File: src/rtl/core/srt_pkg.sv
// Shared types, codes and constants of the selective-repeat retransmit tracker.
package srt_pkg;

   localparam int MAX_CHUNKS_DEF = 32;
   localparam int AGE_W          = 16;
   localparam int ACTION_W       = 2;
   localparam int CHUNK_W        = 6;
   localparam int KIND_W         = 2;
   localparam int CMP_W          = CHUNK_W + 1;

   localparam logic [AGE_W-1:0] TIMEOUT_RESET = AGE_W'(200);
   localparam logic [AGE_W-1:0] AGE_MAX       = {AGE_W{1'b1}};

   localparam logic [ACTION_W-1:0] ACT_START = 2'd0;
   localparam logic [ACTION_W-1:0] ACT_ACK   = 2'd1;
   localparam logic [ACTION_W-1:0] ACT_TICK  = 2'd2;

   localparam logic [KIND_W-1:0] KIND_SEND   = 2'd0;
   localparam logic [KIND_W-1:0] KIND_RESEND = 2'd1;
   localparam logic [KIND_W-1:0] KIND_DONE   = 2'd2;
   localparam logic [KIND_W-1:0] KIND_REJECT = 2'd3;

   typedef struct packed {
      logic [ACTION_W-1:0] action;
      logic [CHUNK_W-1:0]  chunk_count;
      logic [CHUNK_W-1:0]  chunk_index;
   } req_word_type;

   typedef struct packed {
      logic [KIND_W-1:0]  kind;
      logic [CHUNK_W-1:0] chunk_number;
      logic               last;
   } rsp_word_type;

   typedef struct packed {
      logic [AGE_W-1:0] next_age;
      logic             expired;
   } age_result_type;

endpackage

File: src/rtl/core/srt_ram.sv
// Generic single-write, single-read RAM with registered read data.
module srt_ram #(
   parameter int WIDTH = 16,
   parameter int DEPTH = 32
) (
   input  logic                                     clock,
   input  logic                                     wr_en,
   input  logic [((DEPTH > 1) ? $clog2(DEPTH) : 1)-1:0] wr_addr,
   input  logic [WIDTH-1:0]                         wr_data,
   input  logic                                     rd_en,
   input  logic [((DEPTH > 1) ? $clog2(DEPTH) : 1)-1:0] rd_addr,
   output logic [WIDTH-1:0]                         rd_data
);

   logic [WIDTH-1:0] mem_ff [DEPTH];
   logic [WIDTH-1:0] rd_data_ff;

   always_ff @(posedge clock) begin
      if (wr_en) begin
         mem_ff[wr_addr] <= wr_data;
      end
      if (rd_en) begin
         rd_data_ff <= mem_ff[rd_addr];
      end
   end

   assign rd_data = rd_data_ff;

endmodule

File: src/rtl/core/srt_age_unit.sv
// Shared age unit: saturating increment and timeout compare for one chunk.
module srt_age_unit (
   input  logic [srt_pkg::AGE_W-1:0] cur_age,
   input  logic [srt_pkg::AGE_W-1:0] timeout,
   output srt_pkg::age_result_type   result
);

   logic [srt_pkg::AGE_W-1:0] bumped;

   always_comb begin
      bumped = (cur_age == srt_pkg::AGE_MAX) ? cur_age : cur_age + 1'b1;
      result.next_age = bumped;
      result.expired  = (bumped > timeout);
   end

endmodule

File: src/rtl/core/selective_repeat_retransmit_tracker.sv
// Top level of the selective-repeat retransmit tracker: sequencer, chunk flags, age memory.
//
// Channel  Direction  Ports                          Word
// req      in         req_valid req_stall req_word   action, chunk_count, chunk_index
// rsp      out        rsp_valid rsp_stall rsp_word   kind, chunk_number, last
// csr      in         csr_wr_en csr_wr_data          timeout_ticks
//
// Start: accepted in ST_IDLE, then ST_SEND issues the send words. Ack: taken in ST_IDLE; a
// rejected one passes ST_ONE. Tick: accepted in ST_IDLE, ST_READ per chunk, ST_EVAL after it
// for an outstanding one (single age-memory read port), then ST_FINISH; done goes via ST_ONE.
// Reset clears all control state directly; no clearing pass.
// rsp_stall holds the sequencer only when a word must leave and the output register is full.
module selective_repeat_retransmit_tracker #(
   parameter int MAX_CHUNKS = srt_pkg::MAX_CHUNKS_DEF
) (
   input  logic                        clock,
   input  logic                        reset,
   input  logic                        req_valid,
   output logic                        req_stall,
   input  srt_pkg::req_word_type       req_word,
   output logic                        rsp_valid,
   input  logic                        rsp_stall,
   output srt_pkg::rsp_word_type       rsp_word,
   input  logic                        csr_wr_en,
   input  logic [srt_pkg::AGE_W-1:0]   csr_wr_data
);

   localparam int IDX_W = (MAX_CHUNKS > 1) ? $clog2(MAX_CHUNKS) : 1;
   localparam int CNT_W = $clog2(MAX_CHUNKS + 1);
   localparam int CMP_W = srt_pkg::CMP_W;

   typedef enum logic [2:0] {
      ST_IDLE,
      ST_SEND,
      ST_ONE,
      ST_READ,
      ST_EVAL,
      ST_FINISH
   } state_type;

   state_type                        state_ff, state_in;
   logic                             active_ff, active_in;
   logic [CNT_W-1:0]                 total_ff, total_in;
   logic [CNT_W-1:0]                 ack_cnt_ff, ack_cnt_in;
   logic [CNT_W-1:0]                 idx_ff, idx_in;
   logic [MAX_CHUNKS-1:0]            acked_ff, acked_in;
   logic [MAX_CHUNKS-1:0]            aged_ff, aged_in;
   logic [srt_pkg::AGE_W-1:0]        timeout_ff, timeout_in;
   logic                             pend_valid_ff, pend_valid_in;
   logic [srt_pkg::CHUNK_W-1:0]      pend_num_ff, pend_num_in;
   logic [srt_pkg::KIND_W-1:0]       one_kind_ff, one_kind_in;
   logic [srt_pkg::CHUNK_W-1:0]      one_num_ff, one_num_in;
   logic                             rsp_valid_ff, rsp_valid_in;
   srt_pkg::rsp_word_type            rsp_word_ff, rsp_word_in;

   logic                             out_free;
   logic                             push;
   srt_pkg::rsp_word_type            push_word;
   logic                             idx_last;
   logic [IDX_W-1:0]                 cur;
   logic [IDX_W-1:0]                 ack_pos;
   logic [CMP_W-1:0]                 count_sat;

   logic                             ram_wr_en;
   logic [srt_pkg::AGE_W-1:0]        ram_wr_data;
   logic                             ram_rd_en;
   logic [srt_pkg::AGE_W-1:0]        ram_rd_data;
   logic [srt_pkg::AGE_W-1:0]        stored_age;
   srt_pkg::age_result_type          age_res;

   srt_ram #(
      .WIDTH (srt_pkg::AGE_W),
      .DEPTH (MAX_CHUNKS)
   ) u_age_ram (
      .clock   (clock),
      .wr_en   (ram_wr_en),
      .wr_addr (cur),
      .wr_data (ram_wr_data),
      .rd_en   (ram_rd_en),
      .rd_addr (cur),
      .rd_data (ram_rd_data)
   );

   srt_age_unit u_age_unit (
      .cur_age (stored_age),
      .timeout (timeout_ff),
      .result  (age_res)
   );

   assign cur        = idx_ff[IDX_W-1:0];
   assign ack_pos    = req_word.chunk_index[IDX_W-1:0];
   assign idx_last   = (CNT_W'(idx_ff + 1'b1) == total_ff);
   assign out_free   = !rsp_valid_ff || !rsp_stall;
   assign stored_age = aged_ff[cur] ? ram_rd_data : '0;
   assign count_sat  = (CMP_W'(req_word.chunk_count) > CMP_W'(MAX_CHUNKS)) ?
                       CMP_W'(MAX_CHUNKS) : CMP_W'(req_word.chunk_count);

   always_comb begin
      state_in      = state_ff;
      active_in     = active_ff;
      total_in      = total_ff;
      ack_cnt_in    = ack_cnt_ff;
      idx_in        = idx_ff;
      acked_in      = acked_ff;
      aged_in       = aged_ff;
      timeout_in    = csr_wr_en ? csr_wr_data : timeout_ff;
      pend_valid_in = pend_valid_ff;
      pend_num_in   = pend_num_ff;
      one_kind_in   = one_kind_ff;
      one_num_in    = one_num_ff;
      push          = 1'b0;
      push_word     = '0;
      ram_wr_en     = 1'b0;
      ram_wr_data   = '0;
      ram_rd_en     = 1'b0;

      case (state_ff)
         ST_IDLE: begin
            if (req_valid) begin
               case (req_word.action)
                  srt_pkg::ACT_START: begin
                     acked_in   = '0;
                     aged_in    = '0;
                     ack_cnt_in = '0;
                     total_in   = CNT_W'(count_sat);
                     active_in  = 1'b1;
                     idx_in     = '0;
                     if (count_sat != '0) begin
                        state_in = ST_SEND;
                     end
                  end
                  srt_pkg::ACT_ACK: begin
                     if (!active_ff ||
                         (CMP_W'(req_word.chunk_index) >= CMP_W'(total_ff))) begin
                        one_kind_in = srt_pkg::KIND_REJECT;
                        one_num_in  = req_word.chunk_index;
                        state_in    = ST_ONE;
                     end else if (!acked_ff[ack_pos]) begin
                        acked_in[ack_pos] = 1'b1;
                        ack_cnt_in        = ack_cnt_ff + 1'b1;
                     end
                  end
                  srt_pkg::ACT_TICK: begin
                     if (active_ff) begin
                        if (ack_cnt_ff == total_ff) begin
                           one_kind_in = srt_pkg::KIND_DONE;
                           one_num_in  = '0;
                           active_in   = 1'b0;
                           state_in    = ST_ONE;
                        end else begin
                           idx_in        = '0;
                           pend_valid_in = 1'b0;
                           state_in      = ST_READ;
                        end
                     end
                  end
                  default: begin
                  end
               endcase
            end
         end
         ST_SEND: begin
            if (out_free) begin
               push                   = 1'b1;
               push_word.kind         = srt_pkg::KIND_SEND;
               push_word.chunk_number = srt_pkg::CHUNK_W'(idx_ff);
               push_word.last         = idx_last;
               idx_in                 = idx_ff + 1'b1;
               if (idx_last) begin
                  state_in = ST_IDLE;
               end
            end
         end
         ST_ONE: begin
            if (out_free) begin
               push                   = 1'b1;
               push_word.kind         = one_kind_ff;
               push_word.chunk_number = one_num_ff;
               push_word.last         = 1'b1;
               state_in               = ST_IDLE;
            end
         end
         ST_READ: begin
            if (acked_ff[cur]) begin
               idx_in = idx_ff + 1'b1;
               if (idx_last) begin
                  state_in = ST_FINISH;
               end
            end else begin
               ram_rd_en = 1'b1;
               state_in  = ST_EVAL;
            end
         end
         ST_EVAL: begin
            if (!age_res.expired || !pend_valid_ff || out_free) begin
               ram_wr_en    = 1'b1;
               ram_wr_data  = age_res.expired ? '0 : age_res.next_age;
               aged_in[cur] = 1'b1;
               if (age_res.expired) begin
                  if (pend_valid_ff) begin
                     push                   = 1'b1;
                     push_word.kind         = srt_pkg::KIND_RESEND;
                     push_word.chunk_number = pend_num_ff;
                     push_word.last         = 1'b0;
                  end
                  pend_valid_in = 1'b1;
                  pend_num_in   = srt_pkg::CHUNK_W'(idx_ff);
               end
               idx_in   = idx_ff + 1'b1;
               state_in = idx_last ? ST_FINISH : ST_READ;
            end
         end
         ST_FINISH: begin
            if (!pend_valid_ff) begin
               state_in = ST_IDLE;
            end else if (out_free) begin
               push                   = 1'b1;
               push_word.kind         = srt_pkg::KIND_RESEND;
               push_word.chunk_number = pend_num_ff;
               push_word.last         = 1'b1;
               pend_valid_in          = 1'b0;
               state_in               = ST_IDLE;
            end
         end
         default: begin
            state_in = ST_IDLE;
         end
      endcase

      rsp_valid_in = push ? 1'b1 : (rsp_valid_ff && rsp_stall);
      rsp_word_in  = push ? push_word : rsp_word_ff;
   end

   always_ff @(posedge clock) begin
      if (reset) begin
         state_ff      <= ST_IDLE;
         active_ff     <= 1'b0;
         total_ff      <= '0;
         ack_cnt_ff    <= '0;
         idx_ff        <= '0;
         acked_ff      <= '0;
         aged_ff       <= '0;
         timeout_ff    <= srt_pkg::TIMEOUT_RESET;
         pend_valid_ff <= 1'b0;
         rsp_valid_ff  <= 1'b0;
      end else begin
         state_ff      <= state_in;
         active_ff     <= active_in;
         total_ff      <= total_in;
         ack_cnt_ff    <= ack_cnt_in;
         idx_ff        <= idx_in;
         acked_ff      <= acked_in;
         aged_ff       <= aged_in;
         timeout_ff    <= timeout_in;
         pend_valid_ff <= pend_valid_in;
         rsp_valid_ff  <= rsp_valid_in;
      end
      pend_num_ff <= pend_num_in;
      one_kind_ff <= one_kind_in;
      one_num_ff  <= one_num_in;
      rsp_word_ff <= rsp_word_in;
   end

   assign req_stall = (state_ff != ST_IDLE);
   assign rsp_valid = rsp_valid_ff;
   assign rsp_word  = rsp_word_ff;

endmodule
File: config.mk
export PLATFORM = sky130hd
export DESIGN_NAME = selective_repeat_retransmit_tracker
export DESIGN_NICKNAME = d
export VERILOG_FILES = /design/src/rtl/core/srt_pkg.sv /design/src/rtl/core/srt_ram.sv /design/src/rtl/core/srt_age_unit.sv /design/src/rtl/core/selective_repeat_retransmit_tracker.sv
export SDC_FILE = /design/constraint.sdc
export NUM_CORES = 1
export LEC_CHECK = 0
export BUFFER_PORTS_ARGS = -buffer_cell sky130_fd_sc_hd__buf_2
export CORE_ASPECT_RATIO = 0.8
export CORE_UTILIZATION = 63
export CTS_BUF_LIST = sky130_fd_sc_hd__clkbuf_16
export DETAILED_ROUTE_END_ITERATION = 8
export PLACE_DENSITY = 0.8
export SLEW_MARGIN = 20
export SYNTH_ARGS = -nofsm -noshare
export SYNTH_HDL_FRONTEND = slang
export SYNTH_SLANG_ARGS = --single-unit
export TNS_END_PERCENT = 100
File: constraint.sdc
create_clock -name clock -period 7.5 [get_ports clock]
set_input_delay 0.75 -clock clock [delete_from_list [all_inputs] [get_ports clock]]
set_output_delay 0.75 -clock clock [all_outputs]
set_load 0.02 [all_outputs]
==> results of run 1 <==
flip-flops by register name (all words and copies together), names as in the netlist:
register and flops:
u_age_ram.mem_ff 512, acked_ff 32, aged_ff 32, timeout_ff 16
u_age_ram.rd_data 16, rsp_word 9, ack_cnt_ff 6, idx_ff 6
one_num_ff 6, pend_num_ff 6, total_ff 6, state_ff 3
active_ff 1, one_kind_ff 1, pend_valid_ff 1, rsp_valid 1
layout make-up:
type,instances,area [µm²],share of cell area
clock inverters,45,407,0.0134
flip-flops and latches,654,18600,0.612
clock buffers,60,1500,0.0494
multi-input cells,848,8240,0.271
repair buffers,119,806,0.0265
well taps,552,691,0.0227
inverters,41,154,0.00506
worst register-to-register path, stage by stage, from the launching register on:
cell and delay (ns):
dfxtp_4 0.82, buf_4 0.36, mux2i_1 0.26, o32ai_1 0.11, nor4_1 0.29, o21a_1 0.32
nor2b_1 0.09, ha_1 0.25, and3_1 0.25, and3_1 0.24, nor3_1 0.56, nand4_1 0.19
xor2_1 0.25, nor2_1 0.08, ha_1 0.30, nand4_1 0.18, a2111o_1 0.48, a31o_2 0.31
o21ai_1 0.90, nor2_2 0.28, buf_12 0.25, o21a_1 0.16
power by group:
| part | switching, mW | internal, mW | leakage (nW) |
|---|---|---|---|
| clock network | 1.32 | 1.69 | 0.960 |
| registers | 0.0378 | 3.91 | 5.15 |
| logic | 0.229 | 0.151 | 3.15 |
routing by layer:
metal  share of wire  track usage
met5         0.00061            0
met2            0.47        0.485
met1            0.38        0.436
met3            0.12       0.0888
met4           0.028       0.0876
metrics by stage:
stage / hold WS [ns] / power (mW) / utilization
finish: 0.369 / 7.33 / 0.720
global route: 0.386 / 7.52 / 0.720
CTS: 0.358 / 7.35 / 0.719
detailed placement: 0.454 / 4.40 / 0.674
global placement: 0.448 / 4.40 / 0.674
floorplan: 0.403 / 4.31 / -
worst min path at each step:
stage	endpoint	slack (ns)	cells past startpoint
6_report	timeout_ff[3]$_SDFFE_PP1P_	0.37	3
5_1_grt	timeout_ff[5]$_SDFFE_PP0P_	0.39	3
4_1_cts	timeout_ff[3]$_SDFFE_PP1P_	0.36	3
3_5_place_dp	aged_ff[1]$_SDFFE_PP0P_	0.45	1
3_3_place_gp	aged_ff[28]$_SDFFE_PP0P_	0.45	1
2_1_floorplan	pend_num_ff[3]$_DFFE_PP_	0.40	0
kinds of logic after synthesis:
logic type               synth area share
AO/OA/AOI/OAI                      0.0577
XOR/XNOR                          0.00707
adder cells (fa/ha/maj)            0.0142
buffers and inverters              0.0222
flip-flops                          0.682
multiplexers                        0.155
AND/OR/NAND/NOR                    0.0622
cell usage in the layout (no fill, tap or decap), types with 37 or more instances in the layout:
| cell | netlist | final |
|---|---|---|
| edfxtp_1 | 550 | 550 |
| mux4_2 | 142 | 142 |
| dfxtp_1 | 104 | 101 |
| nor2_1 | 120 | 87 |
| mux2i_1 | 76 | 76 |
| buf_4 | 4 | 72 |
| clkbuf_16 | 0 | 60 |
| nand2_1 | 52 | 52 |
| inv_1 | 40 | 46 |
| buf_2 | 24 | 45 |
| a31oi_1 | 37 | 37 |
==> impl_metrics.tcl, run 1 <==
set metrics [dict create \
    synthesis.area_um2 27300 \
    grt_max_degree 70 \
    ios 46 \
    end_kind "flip-flop" \
    worstPathArrival_ns 7.56 \
    crit_chain "buf_4 > mux2i_1 > o32ai_1 > nor4_1 > o21a_1 > nor2b_1 > ha_1 > and3_1 > and3_1 > nor3_1 > nand4_1 > xor2_1 > nor2_1 > ha_1 > nand4_1 > a2111o_1 > a31o_2 > o21ai_1 > nor2_2 > buf_12 > o21a_1" \
    cp_max_fo 40 \
    status "complete, no violations" \
    yosys-top-cells-count "edfxtp_1 (550), mux4_2 (142), nor2_1 (120)" \
    wl_per_cell_um 28.9 \
    reg2regPathDepth 21 \
    io_buffers 45 \
    wl_um 67100 \
    die-area_um2 44100 \
    cap_viol_max_count 0 \
    synth_cell_type_count 78 \
    critical_path_buf_inv_count 2 \
    slew_violations 0 \
    synth_area_leaders "edfxtp_1 (61%), mux4_2 (12%), dfxtp_1 (7.6%), mux2i_1 (2.8%), nor2_1 (1.7%)" \
    yosys.cell_count.top_type "edfxtp_1" \
    worst-path-stages 21 \
    drive_gt1_frac 0.236 \
    grt_pass1_vias 15800 \
    fin_nets 1788 \
    post_cts_resized 0 \
    hold_viol_final 0 \
    firstDrtPassIters 6 \
    die_w_um 235 \
    clock-sinks 654 \
    post-route-cell-area_um2 30400 \
    startpoint "idx_ff[0]$_SDFFE_PP0P_" \
    syn_inst 1636 \
    vdd_drop_max_mv 0.335 \
    placed_cell_area_um2 28500 \
    diodes 0 \
    max_freq_mhz 142 \
    r2r_start "idx_ff[0]$_SDFFE_PP0P_" \
    synth_top_flop_cell "edfxtp_1" \
    critical_path.max_stage_delay_ns 0.90 \
    h-tree-depth 2 \
    p_leak_nw 9.26 \
    required_ns 8.02 \
    fillers 2530 \
    rsz0062_at_grt "false" \
    preCtsSetupSlack_ns 0.650 \
    ant_nets 0 \
    worstSetupPathType "flip-flop to flip-flop" \
    fin_crit_sh 0.940 \
    overflow 0 \
    clockBufferDepth 3 \
    startpoint_type "flip-flop" \
    hp-class "input port to flip-flop" \
    yosysWarnings 0 \
    setup_viol 0 \
    worst_slew_pin_slew_ns 1.22 \
    rows 67 \
    insertion_delay_ns 0.62 \
    cts-buffers-inserted 58 \
    avgSynthCellArea_um2 16.7 \
    grt_pass1_wl_um 100000 \
    synth_top_area_share 0.606 \
    cts_tree "yes" \
    synth_seq_cells 654 \
    power.density_nw_per_um2 241 \
    syn_to_final_growth_pct 11.5 \
    coreArea_um2 42300 \
    dp_hpwl_um 41200 \
    r2r_slack_ns 0.45 \
    fin_ws_ns 0.453 \
    vias 16100 \
    fin_setup_tns_ns 0 \
    slew_headroom 0.178 \
    post-route-min-period_ns 7.05 \
    rr_endpoint "aged_ff[27]$_SDFFE_PP0P_" \
    ys_seq_area_frac 0.682 \
    track_usage 0.312 \
    yosys.area.top_type "edfxtp_1" \
    hold_buffers 0 \
    antenna_found_initial 4 \
    die_height_um 188 \
    fin_cells 2319 \
    crit_path_end "aged_ff[27]$_SDFFE_PP0P_" \
    avgViaCountPerCell 6.94 \
    synth_edf_count 550 \
    cp_top_family "compound AO/OA/AOI/OAI gates" \
    gp_congestion 0.904 \
    skew_ns 0.0213 \
    clk_pin_slew_ns 0.07 \
    drc 0 \
    cts_setup_buffers 0 \
    dp_cells 2214 \
    hp-start "csr_wr_data[3]" \
    syn_nets 1702 \
    async_reset_ff_frac 0 \
    root_buffer "clkbuf_16" \
    slowest_stage "o21ai_1" \
    initial_core_util 0.645 \
    drt_iter0_drc 2008 \
]
No activity file was read; power rests on OpenSTA's default activity.
==> run 2: changes to the inputs <==
ABC_CLOCK_PERIOD_IN_PS = 7500   (was default)
CORE_UTILIZATION = 65   (was 63)
CTS_BUF_LIST = sky130_fd_sc_hd__clkbuf_4 sky130_fd_sc_hd__clkbuf_8   (was sky130_fd_sc_hd__clkbuf_16)
PLACE_DENSITY = 0.82   (was 0.8)
==> run 2 against run 1 <==
Compared with the run above: final cell count increased by 2.3%; utilization increased by 1.9 points; fmax down 0.47%; worst hold slack worse by 0.081 ns; setup slack got worse by 0.033 ns; non-clock buffer count is 12 lower; clock power is 6% lower; total power fell by 2.4%; design area fell by 0.46%; first-iteration DRC count is 0.30% lower; die area shrank 3.0%; routed wire length fell by 3.9%; critical path type unchanged.
==> impl_metrics.tcl, run 2 (synthesis results as in run 1) <==
set metrics [dict create \
    end_kind "flip-flop" \
    root_buffer "clkbuf_8" \
    whs_ns 0.288 \
    syn_to_final_growth_pct 11.0 \
    crit_chain "mux2i_1 > o22ai_1 > a2111oi_0 > o21a_1 > nor2b_1 > ha_1 > and3_1 > and3_1 > nor3_1 > nand4_1 > xor2_1 > nor2_1 > ha_1 > nand4_1 > nor2_1 > a221oi_1 > a31o_2 > o21ai_1 > nor2_2 > buf_4" \
    vdd_drop_max_mv 0.216 \
    cp_top_family "compound AO/OA/AOI/OAI gates" \
    rows 66 \
    fin_setup_tns_ns 0 \
    overflow 0 \
    avgViaCountPerCell 6.77 \
    startpoint_type "flip-flop" \
    setup_viol 0 \
    cts-buffers-inserted 95 \
    p_leak_nw 9.23 \
    grt_max_degree 69 \
    insertion_delay_ns 0.70 \
    fin_cells 2373 \
    hold_viol_final 0 \
    firstDrtPassIters 6 \
    status "complete, no violations" \
    reg2regPathDepth 20 \
    cts_setup_buffers 0 \
    hp-start "csr_wr_data[6]" \
    grt_pass1_vias 15900 \
    ant_nets 0 \
    worstPathArrival_ns 7.46 \
    antenna_found_initial 0 \
    cts_tree "yes" \
    coreArea_um2 41000 \
    fin_crit_sh 0.944 \
    hp-class "input port to flip-flop" \
    slowest_stage "dfxtp_4" \
    hold_buffers 0 \
    slew_violations 0 \
    reg.largest.list "u_age_ram.mem_ff (512), acked_ff (32), aged_ff (32)" \
    largest_reg_flops 512 \
    h-tree-depth 3 \
    initial_core_util 0.666 \
    worst_slew_pin_slew_ns 1.09 \
    r2r_slack_ns 0.42 \
    gp_congestion 0.919 \
    p_total_mw 7.16 \
    largest-register "u_age_ram.mem_ff" \
    min_delay_path_depth 3 \
    ios 46 \
    track_usage 0.313 \
    layout_common_cells "edfxtp_1 (550), mux4_2 (142), dfxtp_1 (101)" \
    io_buffers 45 \
    required_ns 7.88 \
    cp_max_fo 35 \
    drc 0 \
    clock-sinks 654 \
    drive_gt1_frac 0.250 \
    drt_iter0_drc 2002 \
    slew_headroom 0.269 \
    power.density_nw_per_um2 237 \
    rr_endpoint "u_age_ram.mem_ff[31][1]$_DFFE_PP_" \
    final_common_cell "edfxtp_1" \
    whs_endpoint "timeout_ff[6]$_SDFFE_PP1P_" \
    post-route-min-period_ns 7.08 \
    critical_path.max_stage_delay_ns 0.71 \
    vias 16100 \
    wl_um 64500 \
    wl_per_cell_um 27.2 \
    critical_path_buf_inv_count 1 \
    grt_pass1_wl_um 97300 \
    fin_nets 1813 \
    cap_viol_max_count 0 \
    max_freq_mhz 141 \
    diodes 0 \
    post_cts_resized 0 \
    dp_cells 2194 \
    clockBufferDepth 3 \
    skew_ns 0.0297 \
    die-area_um2 42800 \
    die_height_um 185 \
    dp_hpwl_um 41100 \
    worstSetupPathType "flip-flop to flip-flop" \
    die_w_um 231 \
    clk_pin_slew_ns 0.06 \
    r2r_start "idx_ff[0]$_SDFFE_PP0P_" \
]
[run 2: cell types whose count changed in the layout (fill, tap and decap cells not counted), sizes merged]
| cell | delta |
|---|---|
| clkbuf | +58 |
| inv | -8 |
| bufinv | -3 |
| clkinvlp | +1 |
| buf | -12 |
| clkinv | +26 |
[run 2: worst max-delay path by stage]
stage,cells past startpoint,end,from,slack (ns)
finish,20,u_age_ram.mem_ff[31][1]$_DFFE_PP_,idx_ff[0]$_SDFFE_PP0P_,0.42
global route,19,u_age_ram.mem_ff[24][12]$_DFFE_PP_,idx_ff[0]$_SDFFE_PP0P_,-0.01
CTS,19,u_age_ram.mem_ff[12][3]$_DFFE_PP_,idx_ff[0]$_SDFFE_PP0P_,0.45
detailed placement,19,u_age_ram.mem_ff[12][5]$_DFFE_PP_,idx_ff[0]$_SDFFE_PP0P_,0.50
global placement,19,u_age_ram.mem_ff[12][9]$_DFFE_PP_,idx_ff[0]$_SDFFE_PP0P_,0.88
floorplan,26,u_age_ram.mem_ff[0][11]$_DFFE_PP_,idx_ff[0]$_SDFFE_PP0P_,0.62
[run 2: metal layers]
| metal | up-vias | track usage | routed length, µm | part of all wire |
|---|---|---|---|---|
| li1 | 6774 | - | - | - |
| met5 | - | 0 | 0 | 0 |
| met3 | 123 | 0.0677 | 7030 | 0.11 |
| met2 | 996 | 0.474 | 30000 | 0.47 |
| met1 | 8175 | 0.460 | 25800 | 0.40 |
| met4 | 0 | 0.101 | 1680 | 0.026 |
[run 2: power breakdown]
part | internal (mW) | total, mW | leakage, nW | switching (mW)
sequential | 3.91 | 3.95 | 5.15 | 0.0352
clock | 1.47 | 2.83 | 1.00 | 1.36
combinational | 0.148 | 0.381 | 3.08 | 0.233
[run 2: cell type report]
type | count | area [µm²]
fillers | 2425 | 10700
well taps | 544 | 681
clock buffers | 118 | 1490
repair buffers | 107 | 691
flip-flops and latches | 654 | 18600
multi-input cells | 848 | 8230
inverters | 41 | 154
clock inverters | 61 | 413
[run 2: worst register-to-register path, stage by stage, from the launching register on]
cell	delay [ns]
dfxtp_4	0.71
mux2i_1	0.29
o22ai_1	0.11
a2111oi_0	0.48
o21a_1	0.54
nor2b_1	0.12
ha_1	0.28
and3_1	0.25
and3_1	0.23
nor3_1	0.55
nand4_1	0.19
xor2_1	0.24
nor2_1	0.07
ha_1	0.30
nand4_1	0.16
nor2_1	0.08
a221oi_1	0.46
a31o_2	0.40
o21ai_1	0.34
nor2_2	0.65
buf_4	0.33
[run 2: stage by stage]
| stage | utilization | cell area (µm²) | setup slack [ns] |
|---|---|---|---|
| 5_1_grt | 0.739 | 30300 | -0.0145 |
| 2_1_floorplan | - | 27300 | 0.616 |
| 6_report | 0.739 | 30300 | 0.420 |
| 3_5_place_dp | 0.692 | 28300 | 0.505 |
| 3_3_place_gp | 0.692 | 28300 | 0.881 |
| 4_1_cts | 0.738 | 30200 | 0.449 |
